==> src/sv/a64rofm_pkg.sv <==
// ----------------------------------------------------------------------------
// a64rofm_pkg
// Types, constants and the instruction class decoder for the A64 register
// operand field map.
// ----------------------------------------------------------------------------
package a64rofm_pkg;

  localparam int unsigned WORD_W    = 32;
  localparam int unsigned REG_W     = 5;
  localparam int unsigned NUM_GPR   = 31;
  localparam int unsigned NUM_SLOTS = 4;

  // operand slot order: rd, rn, ra, rm
  localparam int unsigned SLOT_RD = 0;
  localparam int unsigned SLOT_RN = 1;
  localparam int unsigned SLOT_RA = 2;
  localparam int unsigned SLOT_RM = 3;
  localparam int unsigned SLOT_LSB [NUM_SLOTS] = '{0, 5, 10, 16};

  localparam logic [REG_W-1:0] REG_ZR_SP = 5'd31;
  localparam logic [REG_W-1:0] REG_X18   = 5'd18;

  // role bits
  localparam logic [1:0] ROLE_NONE = 2'b00;
  localparam logic [1:0] ROLE_R    = 2'b01;
  localparam logic [1:0] ROLE_W    = 2'b10;
  localparam logic [1:0] ROLE_RW   = 2'b11;

  // load/store group masks
  localparam logic [31:0] LS_SIMD_STRUCT_MASK = 32'hBE000000;
  localparam logic [31:0] LS_SIMD_STRUCT_VAL  = 32'h0C000000;
  localparam logic [31:0] LS_EXCL_MASK        = 32'h3F000000;
  localparam logic [31:0] LS_EXCL_VAL         = 32'h08000000;
  localparam logic [31:0] LS_LIT_MASK         = 32'h3B000000;
  localparam logic [31:0] LS_LIT_VAL          = 32'h18000000;
  localparam logic [31:0] LS_PAIR_MASK        = 32'h3A000000;
  localparam logic [31:0] LS_PAIR_VAL         = 32'h28000000;
  localparam logic [31:0] LS_REG_VAL          = 32'h38000000;
  localparam logic [31:0] SIMD_COPY_MASK      = 32'h9FE08400;
  localparam logic [31:0] SIMD_COPY_VAL       = 32'h0E000400;

  localparam logic [9:0] OP_SYSREG   = 10'h354;
  localparam logic [7:0] OP_EXCEPT   = 8'hd4;
  localparam logic [6:0] OP_BR_REG   = 7'h6b;
  localparam logic [4:0] OP_FP_INT   = 5'h1e;

  // encoding class fields
  localparam logic [4:0] DPI_PCREL       = 5'h10;
  localparam logic [5:0] DPI_ADDSUB      = 6'h22;
  localparam logic [5:0] DPI_ADDSUB_TAG  = 6'h23;
  localparam logic [5:0] DPI_LOGICAL     = 6'h24;
  localparam logic [5:0] DPI_MOVEWIDE    = 6'h25;
  localparam logic [5:0] DPI_BITFIELD    = 6'h26;
  localparam logic [5:0] DPI_EXTRACT     = 6'h27;
  localparam logic [1:0] OPC_MOVK        = 2'd3;
  localparam logic [1:0] OPC_BFM         = 2'd1;
  localparam logic [1:0] OPC_BF_RSVD     = 2'd3;
  localparam logic [4:0] BR_IMM          = 5'h05;
  localparam logic [6:0] BR_COND         = 7'h2a;
  localparam logic [5:0] BR_CMP          = 6'h1a;
  localparam logic [5:0] BR_TEST         = 6'h1b;
  localparam logic [1:0] LS_OP2_UNSCALED = 2'd0;
  localparam logic [1:0] LS_OP2_REGOFF   = 2'd2;
  localparam logic [1:0] LS_OPC_STR      = 2'd0;
  localparam logic [1:0] LS_OPC_PRFM     = 2'd2;
  localparam logic [1:0] LS_SIZE_X       = 2'd3;
  localparam logic [4:0] DPR_LOGICAL     = 5'h0a;
  localparam logic [4:0] DPR_ADDSUB      = 5'h0b;
  localparam logic [4:0] DPR_MISC        = 5'h1a;
  localparam logic [4:0] DPR_3SRC        = 5'h1b;
  localparam logic [2:0] MISC_ADC        = 3'd0;
  localparam logic [2:0] MISC_CCMP       = 3'd2;
  localparam logic [2:0] MISC_CSEL       = 3'd4;
  localparam logic [2:0] MISC_DP         = 3'd6;
  localparam logic [2:0] FPI_SCVTF       = 3'd2;
  localparam logic [2:0] FPI_UCVTF       = 3'd3;
  localparam logic [2:0] FPI_FMOV_TO_FP  = 3'd7;
  localparam logic [3:0] COPY_DUP_ELEM   = 4'h0;
  localparam logic [3:0] COPY_DUP_GEN    = 4'h1;
  localparam logic [3:0] COPY_INS        = 4'h3;
  localparam logic [3:0] COPY_SMOV       = 4'h5;
  localparam logic [3:0] COPY_UMOV       = 4'h7;

  typedef enum logic [2:0] {
    PK_NONE = 3'd0,
    PK_ADR  = 3'd1,
    PK_ADRP = 3'd2,
    PK_CBZ  = 3'd3,
    PK_TBZ  = 3'd4,
    PK_LIT  = 3'd5
  } pc_kind_e;

  typedef enum logic [1:0] {
    HZ_NONE   = 2'd0,
    HZ_SP     = 2'd1,
    HZ_NOFALL = 2'd2
  } hz_kind_e;

  // per-slot requested role; nonzero means the encoding names that slot
  typedef struct packed {
    logic                         ok;
    pc_kind_e                     pc;
    hz_kind_e                     hz;
    logic [NUM_SLOTS-1:0][1:0]    req;
  } dec_t;

  function automatic dec_t decode_word(logic [WORD_W-1:0] w);
    dec_t       d;
    logic [3:0] op0;
    logic [1:0] opc;
    logic       rd31;
    logic       rn31;
    logic       pf;
    logic       gp;
    logic [1:0] trole;
    logic [1:0] op2;
    logic       wb;
    d.ok  = 1'b0;
    d.pc  = PK_NONE;
    d.hz  = HZ_NONE;
    d.req = '0;
    op0   = w[28:25];
    opc   = w[30:29];
    rd31  = (w[4:0] == REG_ZR_SP);
    rn31  = (w[9:5] == REG_ZR_SP);
    pf    = (w[31:30] == LS_SIZE_X) && !w[26] && (w[23:22] == LS_OPC_PRFM);
    gp    = !w[26] && !pf;
    trole = (w[23:22] != LS_OPC_STR) ? ROLE_W : ROLE_R;
    op2   = w[11:10];
    wb    = 1'b0;

    if (op0[3:1] == 3'b100) begin
      // data processing, immediate
      if (w[28:24] == DPI_PCREL) begin
        d.ok = 1'b1;
        d.pc = w[31] ? PK_ADRP : PK_ADR;
        d.req[SLOT_RD] = ROLE_W;
      end else begin
        unique case (w[28:23]) inside
          DPI_ADDSUB, DPI_ADDSUB_TAG: begin
            d.ok = 1'b1;
            if (!w[29] && rd31) d.hz = HZ_SP;
            d.req[SLOT_RD] = ROLE_W;
            d.req[SLOT_RN] = ROLE_R;
          end
          DPI_LOGICAL: begin
            d.ok = 1'b1;
            d.req[SLOT_RD] = ROLE_W;
            d.req[SLOT_RN] = ROLE_R;
          end
          DPI_MOVEWIDE: begin
            d.ok = 1'b1;
            d.req[SLOT_RD] = (opc == OPC_MOVK) ? ROLE_RW : ROLE_W;
          end
          DPI_BITFIELD: begin
            if (opc != OPC_BF_RSVD) begin
              d.ok = 1'b1;
              d.req[SLOT_RD] = (opc == OPC_BFM) ? ROLE_RW : ROLE_W;
              d.req[SLOT_RN] = ROLE_R;
            end
          end
          DPI_EXTRACT: begin
            d.ok = 1'b1;
            d.req[SLOT_RD] = ROLE_W;
            d.req[SLOT_RN] = ROLE_R;
            d.req[SLOT_RM] = ROLE_R;
          end
          default: d.ok = 1'b0;
        endcase
      end
    end else if (op0[3:1] == 3'b101) begin
      // branches, exceptions, system
      if (w[30:26] == BR_IMM || w[31:25] == BR_COND || w[31:24] == OP_EXCEPT) begin
        d.ok = 1'b1;
      end else if (w[31:22] == OP_SYSREG) begin
        d.ok = 1'b1;
        d.req[SLOT_RD] = w[21] ? ROLE_W : ROLE_R;
      end else if (w[31:25] == OP_BR_REG) begin
        d.ok = 1'b1;
        d.hz = HZ_NOFALL;
        d.req[SLOT_RN] = ROLE_R;
      end else if (w[30:25] == BR_CMP || w[30:25] == BR_TEST) begin
        d.ok = 1'b1;
        d.pc = (w[30:25] == BR_CMP) ? PK_CBZ : PK_TBZ;
        d.req[SLOT_RD] = ROLE_R;
      end
    end else if (op0[2] && !op0[0]) begin
      // loads and stores
      if ((w & LS_SIMD_STRUCT_MASK) == LS_SIMD_STRUCT_VAL) begin
        d.ok = 1'b1;
        if (w[23] && rn31) d.hz = HZ_SP;
        d.req[SLOT_RN] = w[23] ? ROLE_RW : ROLE_R;
        if (w[23]) d.req[SLOT_RM] = ROLE_R;
      end else if ((w & LS_EXCL_MASK) == LS_EXCL_VAL) begin
        d.ok = 1'b1;
        d.req[SLOT_RN] = ROLE_R;
        d.req[SLOT_RD] = w[22] ? ROLE_W : ROLE_R;
        d.req[SLOT_RA] = w[22] ? ROLE_W : ROLE_R;
        if (!w[22] && !w[23]) d.req[SLOT_RM] = ROLE_W;
      end else if ((w & LS_LIT_MASK) == LS_LIT_VAL) begin
        d.ok = 1'b1;
        if (!w[26]) begin
          d.pc = PK_LIT;
          d.req[SLOT_RD] = ROLE_W;
        end
      end else if ((w & LS_PAIR_MASK) == LS_PAIR_VAL) begin
        d.ok = 1'b1;
        wb = w[23];
        if (wb && rn31) d.hz = HZ_SP;
        d.req[SLOT_RN] = wb ? ROLE_RW : ROLE_R;
        if (!w[26]) begin
          d.req[SLOT_RD] = w[22] ? ROLE_W : ROLE_R;
          d.req[SLOT_RA] = w[22] ? ROLE_W : ROLE_R;
        end
      end else if ((w & LS_PAIR_MASK) == LS_REG_VAL) begin
        if (w[24]) begin
          d.ok = 1'b1;
          d.req[SLOT_RN] = ROLE_R;
          if (gp) d.req[SLOT_RD] = trole;
        end else if (w[21]) begin
          if (op2 == LS_OP2_REGOFF || op2 == LS_OP2_UNSCALED) begin
            d.ok = 1'b1;
            d.req[SLOT_RN] = ROLE_R;
            d.req[SLOT_RM] = ROLE_R;
            if (gp) d.req[SLOT_RD] = (op2 == LS_OP2_REGOFF) ? trole : ROLE_W;
          end
        end else if (op2 != LS_OP2_REGOFF) begin
          d.ok = 1'b1;
          wb = op2[0];
          if (wb && rn31) d.hz = HZ_SP;
          d.req[SLOT_RN] = wb ? ROLE_RW : ROLE_R;
          if (gp) d.req[SLOT_RD] = trole;
        end
      end
    end else if (op0[2:0] == 3'b101) begin
      // data processing, register
      unique case (w[28:24]) inside
        DPR_LOGICAL, DPR_ADDSUB: begin
          d.ok = 1'b1;
          if (w[24] && w[21] && !w[29] && rd31) d.hz = HZ_SP;
          d.req[SLOT_RD] = ROLE_W;
          d.req[SLOT_RN] = ROLE_R;
          d.req[SLOT_RM] = ROLE_R;
        end
        DPR_3SRC: begin
          d.ok = 1'b1;
          d.req[SLOT_RD] = ROLE_W;
          d.req[SLOT_RN] = ROLE_R;
          d.req[SLOT_RM] = ROLE_R;
          d.req[SLOT_RA] = ROLE_R;
        end
        DPR_MISC: begin
          unique case (w[23:21]) inside
            MISC_ADC, MISC_CSEL: begin
              d.ok = 1'b1;
              d.req[SLOT_RD] = ROLE_W;
              d.req[SLOT_RN] = ROLE_R;
              d.req[SLOT_RM] = ROLE_R;
            end
            MISC_CCMP: begin
              d.ok = 1'b1;
              d.req[SLOT_RN] = ROLE_R;
              if (!w[11]) d.req[SLOT_RM] = ROLE_R;
            end
            MISC_DP: begin
              d.ok = 1'b1;
              d.req[SLOT_RD] = ROLE_W;
              d.req[SLOT_RN] = ROLE_R;
              if (!w[30]) d.req[SLOT_RM] = ROLE_R;
            end
            default: d.ok = 1'b0;
          endcase
        end
        default: d.ok = 1'b0;
      endcase
    end else if (op0[2:0] == 3'b111) begin
      // scalar FP and Advanced SIMD
      d.ok = 1'b1;
      if (!w[30] && w[28:24] == OP_FP_INT && (!w[21] || w[15:10] == 6'd0)) begin
        if (w[18:16] == FPI_SCVTF || w[18:16] == FPI_UCVTF ||
            w[18:16] == FPI_FMOV_TO_FP) begin
          d.req[SLOT_RN] = ROLE_R;
        end else begin
          d.req[SLOT_RD] = ROLE_W;
        end
      end else if ((w & SIMD_COPY_MASK) == SIMD_COPY_VAL && !w[29]) begin
        unique case (w[14:11]) inside
          COPY_DUP_ELEM:          d.ok = 1'b1;
          COPY_DUP_GEN, COPY_INS: d.req[SLOT_RN] = ROLE_R;
          COPY_SMOV, COPY_UMOV:   d.req[SLOT_RD] = ROLE_W;
          default:                d.ok = 1'b0;
        endcase
      end
    end

    if (!d.ok) begin
      d.pc  = PK_NONE;
      d.hz  = HZ_NONE;
      d.req = '0;
    end
    return d;
  endfunction

endpackage

==> src/sv/a64_register_operand_field_map.sv <==
// ----------------------------------------------------------------------------
// a64_register_operand_field_map
// Classifies A64 instruction words, maps their general register operands and
// rewrites every x18 operand slot with a replacement register number.
// ----------------------------------------------------------------------------
// Takes one instruction beat per clock while s_axis_tready_o is high and
// returns one result beat per input beat, in order. The work is split over
// three register stages: class decode, then register mask and x18 roles,
// then the output register with the rewritten word. Every stage holds its
// beat while the stage after it is full and stalled, so back-pressure
// ripples up to s_axis_tready_o without losing a beat; a full pipeline
// sustains one beat per cycle while m_axis_tready_i stays high.
module a64_register_operand_field_map
  import a64rofm_pkg::*;
(
  input  logic        clk_i,
  input  logic        rst_ni,
  input  logic        s_axis_tvalid_i,
  output logic        s_axis_tready_o,
  // [31:0] instr_word, [36:32] replacement_register, [39:37] zero
  input  logic [39:0] s_axis_tdata_i,
  output logic        m_axis_tvalid_o,
  input  logic        m_axis_tready_i,
  // [0] recognised, [3:1] pc_kind, [5:4] hazard_kind, [36:6] registers_used,
  // [39:37] x18_count, [41:40] rd_role, [43:42] rn_role, [45:44] ra_role,
  // [47:46] rm_role, [49:48] role_union, [81:50] rewritten_word, [87:82] zero
  output logic [87:0] m_axis_tdata_o
);

  // stage control
  logic a_valid_q, b_valid_q, c_valid_q;
  logic a_adv, b_adv, c_adv;

  assign c_adv           = !c_valid_q || m_axis_tready_i;
  assign b_adv           = !b_valid_q || c_adv;
  assign a_adv           = !a_valid_q || b_adv;
  assign s_axis_tready_o = a_adv;

  always_ff @(posedge clk_i or negedge rst_ni) begin
    if (!rst_ni) begin
      a_valid_q <= 1'b0;
      b_valid_q <= 1'b0;
      c_valid_q <= 1'b0;
    end else begin
      if (a_adv) a_valid_q <= s_axis_tvalid_i;
      if (b_adv) b_valid_q <= a_valid_q;
      if (c_adv) c_valid_q <= b_valid_q;
    end
  end

  // stage A: class decode
  logic [WORD_W-1:0] in_word;
  logic [REG_W-1:0]  in_rep;
  dec_t              a_dec_d;

  assign in_word = s_axis_tdata_i[WORD_W-1:0];
  assign in_rep  = s_axis_tdata_i[WORD_W +: REG_W];
  assign a_dec_d = decode_word(in_word);

  logic [WORD_W-1:0] a_word_q;
  logic [REG_W-1:0]  a_rep_q;
  dec_t              a_dec_q;

  always_ff @(posedge clk_i) begin
    if (a_adv) begin
      a_word_q <= in_word;
      a_rep_q  <= in_rep;
      a_dec_q  <= a_dec_d;
    end
  end

  // stage B: register mask, x18 roles
  logic [NUM_GPR-1:0]        b_used_d;
  logic [NUM_SLOTS-1:0][1:0] b_role_d;
  logic [2:0]                b_count_d;

  always_comb begin
    logic [REG_W-1:0] r;
    b_used_d  = '0;
    b_role_d  = '0;
    b_count_d = '0;
    for (int i = 0; i < NUM_SLOTS; i++) begin
      r = a_word_q[SLOT_LSB[i] +: REG_W];
      if (a_dec_q.req[i] != ROLE_NONE && r != REG_ZR_SP) begin
        b_used_d = b_used_d | (NUM_GPR'(1) << r);
        if (r == REG_X18) begin
          b_role_d[i] = a_dec_q.req[i];
          b_count_d   = b_count_d + 3'd1;
        end
      end
    end
  end

  logic [WORD_W-1:0]         b_word_q;
  logic [REG_W-1:0]          b_rep_q;
  logic                      b_ok_q;
  pc_kind_e                  b_pc_q;
  hz_kind_e                  b_hz_q;
  logic [NUM_GPR-1:0]        b_used_q;
  logic [NUM_SLOTS-1:0][1:0] b_role_q;
  logic [2:0]                b_count_q;

  always_ff @(posedge clk_i) begin
    if (b_adv) begin
      b_word_q  <= a_word_q;
      b_rep_q   <= a_rep_q;
      b_ok_q    <= a_dec_q.ok;
      b_pc_q    <= a_dec_q.pc;
      b_hz_q    <= a_dec_q.hz;
      b_used_q  <= b_used_d;
      b_role_q  <= b_role_d;
      b_count_q <= b_count_d;
    end
  end

  // stage C: rewrite and output register
  logic [WORD_W-1:0] c_rw_d;
  logic [1:0]        c_union_d;

  always_comb begin
    c_rw_d    = b_word_q;
    c_union_d = ROLE_NONE;
    for (int i = 0; i < NUM_SLOTS; i++) begin
      if (b_role_q[i] != ROLE_NONE) c_rw_d[SLOT_LSB[i] +: REG_W] = b_rep_q;
      c_union_d = c_union_d | b_role_q[i];
    end
  end

  logic                      c_ok_q;
  pc_kind_e                  c_pc_q;
  hz_kind_e                  c_hz_q;
  logic [NUM_GPR-1:0]        c_used_q;
  logic [NUM_SLOTS-1:0][1:0] c_role_q;
  logic [2:0]                c_count_q;
  logic [1:0]                c_union_q;
  logic [WORD_W-1:0]         c_rw_q;

  always_ff @(posedge clk_i) begin
    if (c_adv) begin
      c_ok_q    <= b_ok_q;
      c_pc_q    <= b_pc_q;
      c_hz_q    <= b_hz_q;
      c_used_q  <= b_used_q;
      c_role_q  <= b_role_q;
      c_count_q <= b_count_q;
      c_union_q <= c_union_d;
      c_rw_q    <= c_rw_d;
    end
  end

  assign m_axis_tvalid_o = c_valid_q;
  assign m_axis_tdata_o  = {6'd0, c_rw_q, c_union_q,
                            c_role_q[SLOT_RM], c_role_q[SLOT_RA],
                            c_role_q[SLOT_RN], c_role_q[SLOT_RD],
                            c_count_q, c_used_q, c_hz_q, c_pc_q, c_ok_q};

`ifndef SYNTHESIS
  // a refused word reports nothing
  assert property (@(posedge clk_i) disable iff (!rst_ni)
    c_valid_q && !c_ok_q |-> c_used_q == '0 && c_count_q == 3'd0 &&
      c_pc_q == PK_NONE && c_hz_q == HZ_NONE && c_union_q == ROLE_NONE)
    else $error("refused word carries nonzero fields");

  // any x18 slot must also show up in the register mask
  assert property (@(posedge clk_i) disable iff (!rst_ni)
    c_valid_q && c_count_q != 3'd0 |-> c_used_q[REG_X18] && c_union_q != ROLE_NONE)
    else $error("x18 slot counted but not in register mask");

  // a stalled middle stage keeps its beat
  assert property (@(posedge clk_i) disable iff (!rst_ni)
    b_valid_q && !c_adv |=> b_valid_q && $stable(b_word_q) && $stable(b_role_q))
    else $error("stage B beat lost under stall");
`endif

endmodule
==> config.mk <==
export PLATFORM = sky130hd
export DESIGN_NAME = a64_register_operand_field_map
export DESIGN_NICKNAME = d
export VERILOG_FILES = /design/src/sv/a64rofm_pkg.sv /design/src/sv/a64_register_operand_field_map.sv
export SDC_FILE = /design/constraint.sdc
export NUM_CORES = 1
export LEC_CHECK = 0
export BUFFER_PORTS_ARGS = -buffer_cell sky130_fd_sc_hd__buf_4
export CORE_ASPECT_RATIO = 2
export CORE_MARGIN = 10
export CORE_UTILIZATION = 30
export CTS_CLUSTER_SIZE = 10
export DETAILED_ROUTE_END_ITERATION = 8
export HOLD_SLACK_MARGIN = 0.12
export PLACE_DENSITY_LB_ADDON = 0.05
export SLEW_MARGIN = 20
export SYNTH_ARGS = -nofsm -noshare
export SYNTH_HDL_FRONTEND = slang
export SYNTH_SLANG_ARGS = --single-unit
==> constraint.sdc <==
create_clock -name clk_i -period 3.4 [get_ports clk_i]
set_input_delay 0 -clock clk_i [delete_from_list [all_inputs] [get_ports clk_i]]
set_output_delay 0 -clock clk_i [all_outputs]
set_load 0.01 [all_outputs]
==> results.json, run 1 <==
{
  "synth_area_per_cell_um2": 15.09,
  "clkTransAtPathRegs_ns": 0.06,
  "root_buffer": "clkbuf_16",
  "fp-row-count": 89,
  "synth-seq-cells": 221,
  "tns_ns": 0,
  "numCtsBuffers": 26,
  "clock_path_buffers": 3,
  "relSlewSlack_pct": 23.08,
  "place_area_um2": 10440,
  "critPathKind": "flop to flop",
  "setup_viol": 0,
  "drv_cap": 0,
  "h-tree-depth": 1,
  "fill_cells": 2801,
  "avgRoutedWirePerCell_um": 25.41,
  "cts_resized": 0,
  "grt_pass1_vias": 6391,
  "drt_iter0_drc": 371,
  "critPathMaxFanout": 9,
  "max_freq_mhz": 332.2,
  "gp_routability_congestion": 0.9698,
  "status": "complete, no violations",
  "cts_hold_buf": 41,
  "p_int_w": 0.005119,
  "vdd_drop_max_uv": 358.9,
  "die-area_um2": 37940,
  "arrival_ns": 3.30,
  "port_buffers": 124,
  "slew_viol_final": 0,
  "die_h_um": 265.6,
  "dp_hpwl_um": 22390,
  "synth_edf_count": 218,
  "end_kind": "flop",
  "min_path_type": "primary input to flop",
  "synth_ff_type": "edfxtp_1",
  "areaGrowthSynthToFinish_pct": 27.55,
  "finish.instance_area_um2": 11540,
  "vias": 5893,
  "power.share.clock_pct": 35.4,
  "rsz0062_at_grt": "no",
  "viasPerCell": 5.124,
  "power_switching_share_pct": 24.24,
  "layout.area.seq_um2": 6621,
  "finalHoldViolations": 0,
  "antenna_found_initial": 0,
  "worstSkewPairLatency_ns": 0.53,
  "tightest_slew_ns": 1.143,
  "grt_pass1_wl_um": 42360,
  "start_kind": "flop",
  "start_util_pct": 30.56,
  "multi_input_area_um2": 2293,
  "gr-total-overflow": 0,
  "clock_sinks": 221,
  "drt_pass1_iterations": 7,
  "powerDensity_nw_per_um2": 585.3,
  "synthDistinctLibCells": 66,
  "ys_seq_area_share_pct": 73.15,
  "synth_area_um2": 9051,
  "cellLeakagePower_nw": 4.282,
  "async_flop_share_pct": 1.357,
  "grtUsageTotal_pct": 15.23,
  "cp_cell_sequence": "nand3b_1 -> nor3_1 -> ha_1 -> mux2_2 -> ha_1 -> mux2_2 -> ha_1 -> mux2_2",
  "worst_ep_required_time_ns": 3.69,
  "die_w_um": 142.8,
  "routed_wl_um": 29220,
  "pin_count": 134,
  "nets": 831,
  "yosys_warnings": 0,
  "drc": 0,
  "pwr-share-seq_pct": 52.3,
  "coreArea_um2": 29620,
  "layout-drive-gt1-share_pct": 26.21,
  "syn-instance-count": 600,
  "critPathSlowestCell": "edfxtp_1",
  "antenna_cells": 0,
  "cts_tree": "yes",
  "power.net_switching_w": 0.001638,
  "critPathMaxStageDelay_ns": 0.51,
  "pwr-share-comb_pct": 12.3,
  "grt_max_degree": 87,
  "period_needed_ns": 3.010,
  "cts_setup_buffers": 0,
  "min_period_over_period_pct": 88.53,
  "finClkSkew_ns": 0.01369,
  "antenna_left": 0
}
state kept, by name (all words and copies together) (netlist names), 2 cells and up:
register        cells
c_count_q           3
c_union_q           2
b_pc_q              3
b_count_q           3
c_used_q           31
b_used_q           31
a_word_q           32
a_rep_q             5
c_rw_q             32
b_rep_q             5
c_pc_q              3
b_role_q            8
b_word_q           32
c_hz_q              2
m_axis_tdata_o      8
b_hz_q              2
a_dec_q            14
path summary, 6_finish.rpt:
path	start	end	slack (ns)	cells after the start
setup / recovery	a_word_q[5]	b_count_q[1]	0.39	8
setup reg to reg	a_word_q[5]	b_count_q[1]	0.39	8
hold reg to reg	b_word_q[26]	c_rw_q[26]	0.41	0
hold / removal	s_axis_tdata_i[32]	a_rep_q[0]	0.20	2
max in group asynchronous	rst_ni	a_valid_q	2.89	3
min in group asynchronous	rst_ni	m_axis_tvalid_o	0.36	3
layout by cell type (no fill, tap or decap), types with 10 or more instances in the layout:
cell	netlist	routed
clkbuf_16	0	27
buf_4	8	133
mux2_2	23	23
dlygate4sd3_1	0	41
o21ai_0	25	25
a22oi_1	11	11
nand2_1	41	41
nor3b_1	10	10
nor3_1	17	17
o221ai_1	11	11
edfxtp_1	218	218
o211ai_1	11	11
nor2_1	37	37
a21oi_1	16	16
critical path, delay by kind of cell, from the launching register on:
family                   cells  cell delay [ns]
AND/OR/NAND/NOR              2             0.57
adder cells (fa/ha/maj)      3             0.85
multiplexers                 3             0.84
flip-flops                   1             0.51
routing by layer:
layer	vias up	GRT usage, %	wire [um]
li1	2709	-	-
met1	2889	13.60	9144
met2	224	30.53	17230
met3	71	2.266	1138
met4	0	9.020	1707
met5	-	0	0
synthesized netlist by cell type (2+ instances only):
master     number  share of area (%)
nand2b_1        9               0.62
nor4_1          7               0.48
a211oi_1        4               0.33
nor3b_1        10               0.83
xor2_1          2               0.19
nor2_1         37                1.5
dfrtp_1         3               0.83
a21oi_1        16               0.88
a32o_1          2               0.22
a221o_1         3               0.33
buf_4           8               0.66
mux2_2         23                2.9
and3b_1         3               0.29
a32oi_1         7               0.68
or2_2           4               0.28
or3b_2          3               0.29
a22oi_1        11               0.91
o211ai_1       11               0.91
o22ai_1         3               0.21
or4_1           3               0.25
o2111ai_1       2               0.19
a22o_1          3               0.29
a21o_1          3               0.25
nor3b_2         3               0.41
and3_1          8               0.55
nor3_1         17               0.94
edfxtp_1      218                 72
o21bai_1        2               0.17
nand3b_1        8               0.66
o221ai_1       11                1.1
buf_2           3               0.17
a31oi_1         4               0.28
and2_0          2               0.14
ha_1            3               0.41
nor2b_1         5               0.35
nand4_1         5               0.35
o21ai_0        25                1.4
nand3_1         8               0.44
and2_1          8               0.55
nand2_1        41                1.7
inv_1           9               0.37
clkbuf_1       13               0.54
or3_1           7               0.48
cells by family (layout without fill, tap and decap cells):
| logic type | after synthesis | count (layout) | share of synthesized area (%) |
|---|---|---|---|
| flops | 221 | 221 | 73.15 |
| simple gates | 198 | 198 | 12.34 |
| xor+xnor | 3 | 3 | 0.3733 |
| mux | 23 | 23 | 2.862 |
| buf+inv | 34 | 215 | 1.797 |
| compound gates | 117 | 117 | 9.013 |
| other cells | 1 | 6 | 0.04143 |
| fa+ha+maj | 3 | 3 | 0.4148 |
per-stage QoR:
stage	utilization, %	hold WS (ns)	setup WS [ns]	total power, W	std cells
2_1_floorplan	-	-0.2956	0.02863	0.003922	605
3_5_place_dp	35.25	-0.2094	0.3589	0.004411	1079
5_1_grt	38.98	0.1819	0.2836	0.007046	1150
6_report	38.98	0.1972	0.3899	0.006757	1150
4_1_cts	38.98	0.1755	0.3762	0.006885	1150
3_3_place_gp	35.25	-0.2115	0.4025	0.004404	1079
area by class of cell:
| type | count | area share [%] |
|---|---|---|
| clock buffer | 29 | 5.917 |
| clock inverter | 1 | 0.07586 |
| inverter | 9 | 0.2926 |
| multi-input combinational | 350 | 19.87 |
| sequential | 221 | 57.35 |
| tap | 364 | 3.945 |
| timing repair buffer | 176 | 12.55 |
power by group through the flow:
stage	clock network (W)	registers (W)	logic, W
after global routing	0.00259	0.00357	0.000889
final	0.00239	0.00354	0.000830
after floorplan	0	0.00361	0.000316
after detailed placement	0	0.00360	0.000811
after CTS	0.00249	0.00355	0.000850
after global placement	0	0.00359	0.000815
(Power assumes the default switching activity.)
==> inputs of run 2 (changes only) <==
--- a/config.mk
+++ b/config.mk
@@ -6,4 +6,5 @@
 export NUM_CORES = 1
 export LEC_CHECK = 0
+export ABC_AREA = 1
 export BUFFER_PORTS_ARGS = -buffer_cell sky130_fd_sc_hd__buf_4
 export CORE_ASPECT_RATIO = 2
==> constraint.sdc (replaced) <==
create_clock -name clk_i -period 3.4 [get_ports clk_i]
set_input_delay 0 -clock clk_i [delete_from_list [all_inputs] [get_ports clk_i]]
set_output_delay 0 -clock clk_i [all_outputs]
set_load 0.005 [all_outputs]
==> run 2 against run 1 <==
Against the previous run:
- first-iteration DRC count rose by 12%
- highest routed layer unchanged
- sequential power barely moved
- critical path type unchanged
- register-to-register slack improved by 0.25 ns
- largest power group unchanged
==> results.json, run 2 <==
{
  "status": "complete, no violations",
  "worst_ep_required_time_ns": 3.69,
  "gp_routability_congestion": 0.9262,
  "arrival_ns": 3.05,
  "grt_pass1_vias": 7234,
  "synth-seq-cells": 221,
  "start_kind": "flop",
  "synth_common_cells": "218 x edfxtp_1, 138 x nand2_1, 102 x nand3_1, 102 x nor2_1, 68 x inv_1",
  "synth_area_um2": 9500,
  "areaGrowthSynthToFinish_pct": 27.24,
  "grt_pass1_wl_um": 44520,
  "cellLeakagePower_nw": 4.835,
  "dp_hpwl_um": 23570,
  "gr-total-overflow": 0,
  "synth_area_per_cell_um2": 11.40,
  "pwr-share-seq_pct": 51.7,
  "power_w": 0.006787,
  "routed_wl_um": 30270,
  "r2r-start": "a_word_q[2]",
  "setup_viol": 0,
  "rsz0062_at_grt": "no",
  "pwr-share-comb_pct": 12.6,
  "cts_hold_buf": 41,
  "critPathMaxFanout": 8,
  "yosys_warnings": 0,
  "syn-instance-count": 833,
  "die_w_um": 145.8,
  "nets": 1066,
  "drt_pass1_iterations": 5,
  "finClkSkew_ns": 0.02334,
  "pre_cts_ws_ns": 0.6681,
  "clkTransAtPathRegs_ns": 0.06,
  "grtUsageTotal_pct": 14.90,
  "power.share.clock_pct": 35.6,
  "min_path_type": "primary input to flop",
  "ys_top_cells_by_area": "edfxtp_1 69%, nand2_1 5.5%, nand3_1 5.4%, nor2_1 4.0%, inv_1 2.7%",
  "end_kind": "flop",
  "port_buffers": 124,
  "finalHoldViolations": 0,
  "cp_cell_sequence": "inv_2 -> nand4_1 -> nor2_1 -> ha_1 -> nand3_1 -> nand2_2 -> ha_1 -> nand2_1 -> nand2_1 -> ha_1 -> nand2_1 -> nand2_1",
  "root_buffer": "clkbuf_16",
  "critPathKind": "flop to flop",
  "power.net_switching_w": 0.001694,
  "period_needed_ns": 2.761,
  "critPathMaxStageDelay_ns": 0.52,
  "vias": 6933,
  "crit_cells": 12,
  "powerDensity_nw_per_um2": 561.5,
  "antenna_left": 0,
  "startpoint": "a_word_q[2]",
  "max_freq_mhz": 362.3,
  "coreArea_um2": 31430,
  "r2r_cells": 12,
  "yosysTopAreaCell": "edfxtp_1",
  "layout_common_cells": "218 x edfxtp_1, 136 x nand2_1, 136 x buf_4",
  "placed_cells": 1373,
  "tightest_slew_ns": 1.006,
  "die_h_um": 271.7,
  "layout_commonest_cell": "edfxtp_1",
  "synthDistinctLibCells": 44,
  "min_period_over_period_pct": 81.19,
  "vdd_drop_max_uv": 374.5,
  "critPathSlowestCell": "edfxtp_1",
  "fin_cells": 1454,
  "grt_max_degree": 86,
  "layout-drive-gt1-share_pct": 20.47,
  "pin_count": 134,
  "synth_top_area_share_pct": 68.91,
  "avgRoutedWirePerCell_um": 20.82,
  "synth_ff_type": "edfxtp_1",
  "cts_setup_buffers": 0,
  "synth_edf_count": 218,
  "relSlewSlack_pct": 32.72,
  "viasPerCell": 4.768,
  "ys_seq_area_share_pct": 69.70,
  "fin_ws_ns": 0.6395,
  "antenna_found_initial": 0,
  "antenna_cells": 0,
  "numCtsBuffers": 26,
  "crit_path_end": "b_count_q[1]",
  "drt_iter0_drc": 415,
  "final_util_pct": 38.47,
  "die-area_um2": 39620,
  "cts_resized": 0,
  "tns_ns": 0,
  "drv_cap": 0,
  "clock_sinks": 221,
  "slew_viol_final": 0,
  "power_switching_share_pct": 24.96,
  "p_int_w": 0.005093,
  "clock_path_buffers": 3,
  "r2r_slack_ns": 0.64,
  "drc": 0,
  "r2r_end": "b_count_q[1]",
  "synth.most_common_cell": "edfxtp_1",
  "cts_tree": "yes",
  "fp-row-count": 92,
  "start_util_pct": 30.23,
  "path_common_cell": "nand2_1",
  "worstSkewPairLatency_ns": 0.55,
  "hp-start": "s_axis_tdata_i[35]",
  "path_buf_inv": 1,
  "crit_family": "simple AND/OR/NAND/NOR gates",
  "async_flop_share_pct": 1.357,
  "reg_top3": "a_word_q x32, b_word_q x32, c_rw_q x32",
  "h-tree-depth": 1
}
run 2: cell types whose count changed after synthesis, moves of 9 or more:
cell      previous run  this run
nor2_1              37       102
inv_2                0        13
nand4_1              5        28
mux2_2              23         0
nor3b_1             10         1
nand2b_1             9         0
nor2_2               1        12
inv_1                9        68
a22oi_1             11         0
nand2_1             41       138
nand3_1              8       102
o221ai_1            11         0
run 2: routing by layer:
metal  up-vias  global-route usage (%)  wire, um
met3        80                   2.150      1104
met1      3348                   12.70      9402
met5         -                       0         0
met4         0                   8.952      1815
li1       3293                       -         -
met2       212                   30.80     17950
run 2: stage by stage:
step / cell area, um2 / hold slack, ns
2_1_floorplan: 9530 / -0.2956
3_3_place_gp: 10960 / -0.2095
3_5_place_dp: 10960 / -0.2075
4_1_cts: 12090 / 0.1556
5_1_grt: 12090 / 0.1621
6_report: 12090 / 0.1743
run 2: power groups by stage:
stage	sequential [W]	clock [W]	combinational, W
6_report	0.00351	0.00242	0.000858
5_1_grt	0.00354	0.00260	0.000935
4_1_cts	0.00352	0.00251	0.000881
3_5_place_dp	0.00357	0	0.000842
3_3_place_gp	0.00357	0	0.000844
2_1_floorplan	0.00354	0	0.000363
run 2: how the worst min path moves through the flow:
stage                                  to  slack, ns  cells past startpoint
after detailed placement  m_axis_tvalid_o      -0.21                      1
after global routing           a_rep_q[0]       0.16                      2
after floorplan                 a_valid_q      -0.30                      0
after global placement    m_axis_tvalid_o      -0.21                      1
after CTS                      a_rep_q[3]       0.16                      2
final                          a_rep_q[3]       0.17                      2
run 2: area by class of cell:
class	count	area (um2)
timing repair buffer	178	1451
inverter	83	316.6
clock inverter	3	28.78
tap	423	529.3
fill	3118	19340
multi-input combinational	509	2449
sequential	221	6621
clock buffer	37	691.9
run 2: kinds of logic (layout without fill, tap and decap cells):
family / Yosys count / count (layout) / synth area share, %
fa+ha+maj: 3 / 3 / 0.3951
buf+inv: 108 / 301 / 4.833
xor+xnor: 1 / 1 / 0.09221
compound gates: 65 / 65 / 3.938
flops: 221 / 221 / 69.70
simple gates: 434 / 434 / 21.01
other cells: 1 / 6 / 0.03947
run 2: worst register-to-register path, delay by kind of cell (launching register included):
family,cells,cell delay [ns]
flip-flops,1,0.52
AND/OR/NAND/NOR,8,0.94
adder cells (fa/ha/maj),3,0.85
buffers and inverters,1,0.18
==> inputs of run 3 (changes only) <==
- clock period: 3.4 -> 2.7 ns (I/O delays scaled with it)
==> run 3 against run 2 <==
Against the previous run:
- power up 27%
- sequential share of layout area down 0.97 points
- sequential power up 25%
- final cell count up 1.4%
- clock power up 26%
- global-route usage up 0.56 points
- die area unchanged
- first-iteration DRC count up 8.4%
- worst hold slack better by 0.022 ns
- utilization up 0.69 points
==> results.json, run 3 (synthesis gave the netlist of run 2 again) <==
{
  "grtUsageMet2_pct": 30.62,
  "end_kind": "flop",
  "max_freq_mhz": 399.7,
  "slew_viol_final": 0,
  "antenna_found_initial": 0,
  "worst_ep_required_time_ns": 2.98,
  "multi_input_area_um2": 2472,
  "h-tree-depth": 1,
  "die_w_um": 145.8,
  "grt_pass1_wl_um": 45950,
  "layout_common_cells": "218 x edfxtp_1, 155 x buf_4, 135 x nand2_1",
  "busiest_layer": "met2",
  "path_common_cell": "nand2_1",
  "critPathMaxStageDelay_ns": 0.36,
  "grtUsageTotal_pct": 15.46,
  "cp_cell_sequence": "inv_2 -> or2_4 -> nor2_2 -> nand2_2 -> nor2_4 -> ha_1 -> nand3_2 -> nand2_2 -> ha_1 -> nand2_1 -> nand2_1 -> ha_1 -> nand2_1 -> nand2_1",
  "grt_pass1_vias": 7386,
  "die-area_um2": 39620,
  "root_buffer": "clkbuf_16",
  "grt_use_met3_pct": 1.966,
  "antenna_cells": 0,
  "clock_sinks": 221,
  "setup_viol": 0,
  "clkTransAtPathRegs_ns": 0.06,
  "grt_max_degree": 86,
  "clock_path_buffers": 3,
  "antenna_left": 0,
  "port_buffers": 124,
  "finClkSkew_ns": 0.01238,
  "status": "complete, no violations",
  "vdd_drop_max_uv": 436.0,
  "rsz0062_at_grt": "no",
  "critPathSlowestCell": "edfxtp_1",
  "powerDensity_nw_per_um2": 701.6,
  "finalHoldViolations": 0,
  "coreArea_um2": 31430,
  "pre_cts_ws_ns": 0.08940,
  "fp-row-count": 92,
  "areaGrowthSynthToFinish_pct": 29.53,
  "reg_top3": "a_word_q x32, b_word_q x32, c_rw_q x32",
  "arrival_ns": 2.79,
  "gp_routability_congestion": 0.9508,
  "worstSkewPairLatency_ns": 0.53,
  "critPathKind": "flop to flop",
  "drt_pass1_iterations": 5,
  "nets": 1088,
  "min_period_over_period_pct": 92.67,
  "critPathMaxFanout": 3,
  "start_util_pct": 30.23,
  "whs_ns": 0.1961,
  "drc": 0,
  "cellLeakagePower_nw": 4.955,
  "viasPerCell": 4.767,
  "dp_hpwl_um": 24150,
  "cts_tree": "yes",
  "tightest_slew_ns": 0.7631,
  "relSlewSlack_pct": 48.94,
  "layout_commonest_cell": "edfxtp_1",
  "grt_use_met1_pct": 13.80,
  "gr-total-overflow": 0,
  "drt_iter0_drc": 450,
  "start_kind": "flop",
  "avgRoutedWirePerCell_um": 21.13,
  "vias": 7026,
  "routed_wl_um": 31150,
  "layout-drive-gt1-share_pct": 22.36,
  "pin_count": 134,
  "tns_ns": 0,
  "period_needed_ns": 2.502,
  "numCtsBuffers": 26,
  "min_path_type": "primary input to flop",
  "die_h_um": 271.7,
  "fill_cells": 3126,
  "drv_cap": 0,
  "layout.area.seq_um2": 6621,
  "fin_ws_ns": 0.1979
}
-- run 3: power breakdown --
group / switching [W] / internal (W) / total (W) / leakage (nW)
clock network: 0.00126 / 0.00180 / 0.00306 / 0.349
logic: 0.000733 / 0.000441 / 0.00117 / 2.29
registers: 0.000141 / 0.00426 / 0.00440 / 2.31
total: 0.00213 / 0.00650 / 0.00863 / 4.96
-- run 3: per-stage QoR --
| step | utilization, % | std cells | cell area (um2) | total power, W |
|---|---|---|---|---|
| floorplan | - | 838 | 9542 | 0.004911 |
| global placement | 35.46 | 1393 | 11140 | 0.005624 |
| detailed placement | 35.46 | 1393 | 11140 | 0.005623 |
| CTS | 39.09 | 1473 | 12290 | 0.008777 |
| global route | 39.16 | 1474 | 12310 | 0.009028 |
| finish | 39.16 | 1474 | 12310 | 0.008634 |
-- run 3: layout make-up --
type | instances | area share [%]
Clock buffer | 37 | 5.796
Clock inverter | 1 | 0.07117
Inverter | 83 | 2.572
Multi-Input combinational cell | 509 | 20.09
Sequential cell | 221 | 53.81
Tap cell | 423 | 4.301
Timing Repair Buffer | 200 | 13.36
-- run 3: worst paths after layout --
kind / start / endpoint / slack [ns] / depth (start not counted)
worst max-delay path: a_word_q[6] / b_count_q[1] / 0.20 / 14
worst max register to register: a_word_q[6] / b_count_q[1] / 0.20 / 14
worst min-delay path: s_axis_tdata_i[19] / a_word_q[19] / 0.20 / 2
max in group asynchronous: rst_ni / a_valid_q / 2.20 / 3
min in group asynchronous: rst_ni / m_axis_tvalid_o / 0.35 / 3
worst min register to register: b_word_q[27] / c_rw_q[27] / 0.40 / 0
-- run 3: worst max-delay path, delay by kind of cell, from the launching register on --
kind / cells / cell delay, ns
and+or+nand+nor: 10 / 1.04
adders and majority gates: 3 / 0.80
DFF: 1 / 0.36
buffers and inverters: 1 / 0.05
-- run 3: repair_timing --
action | in CTS | in global routing
hold buffers | 42 | 0
endpoints found under the hold margin | 68 | 0
setup endpoints to repair | 0 | 2
buffers inserted | 0 | 1
resized for setup | 0 | 3
-- run 3: metal layers --
metal  share of wire (%)  wire length [um]
met5                   0                 0
met4                 7.4              2293
met3                 3.5              1101
met2                  57             17820
met1                  32              9934
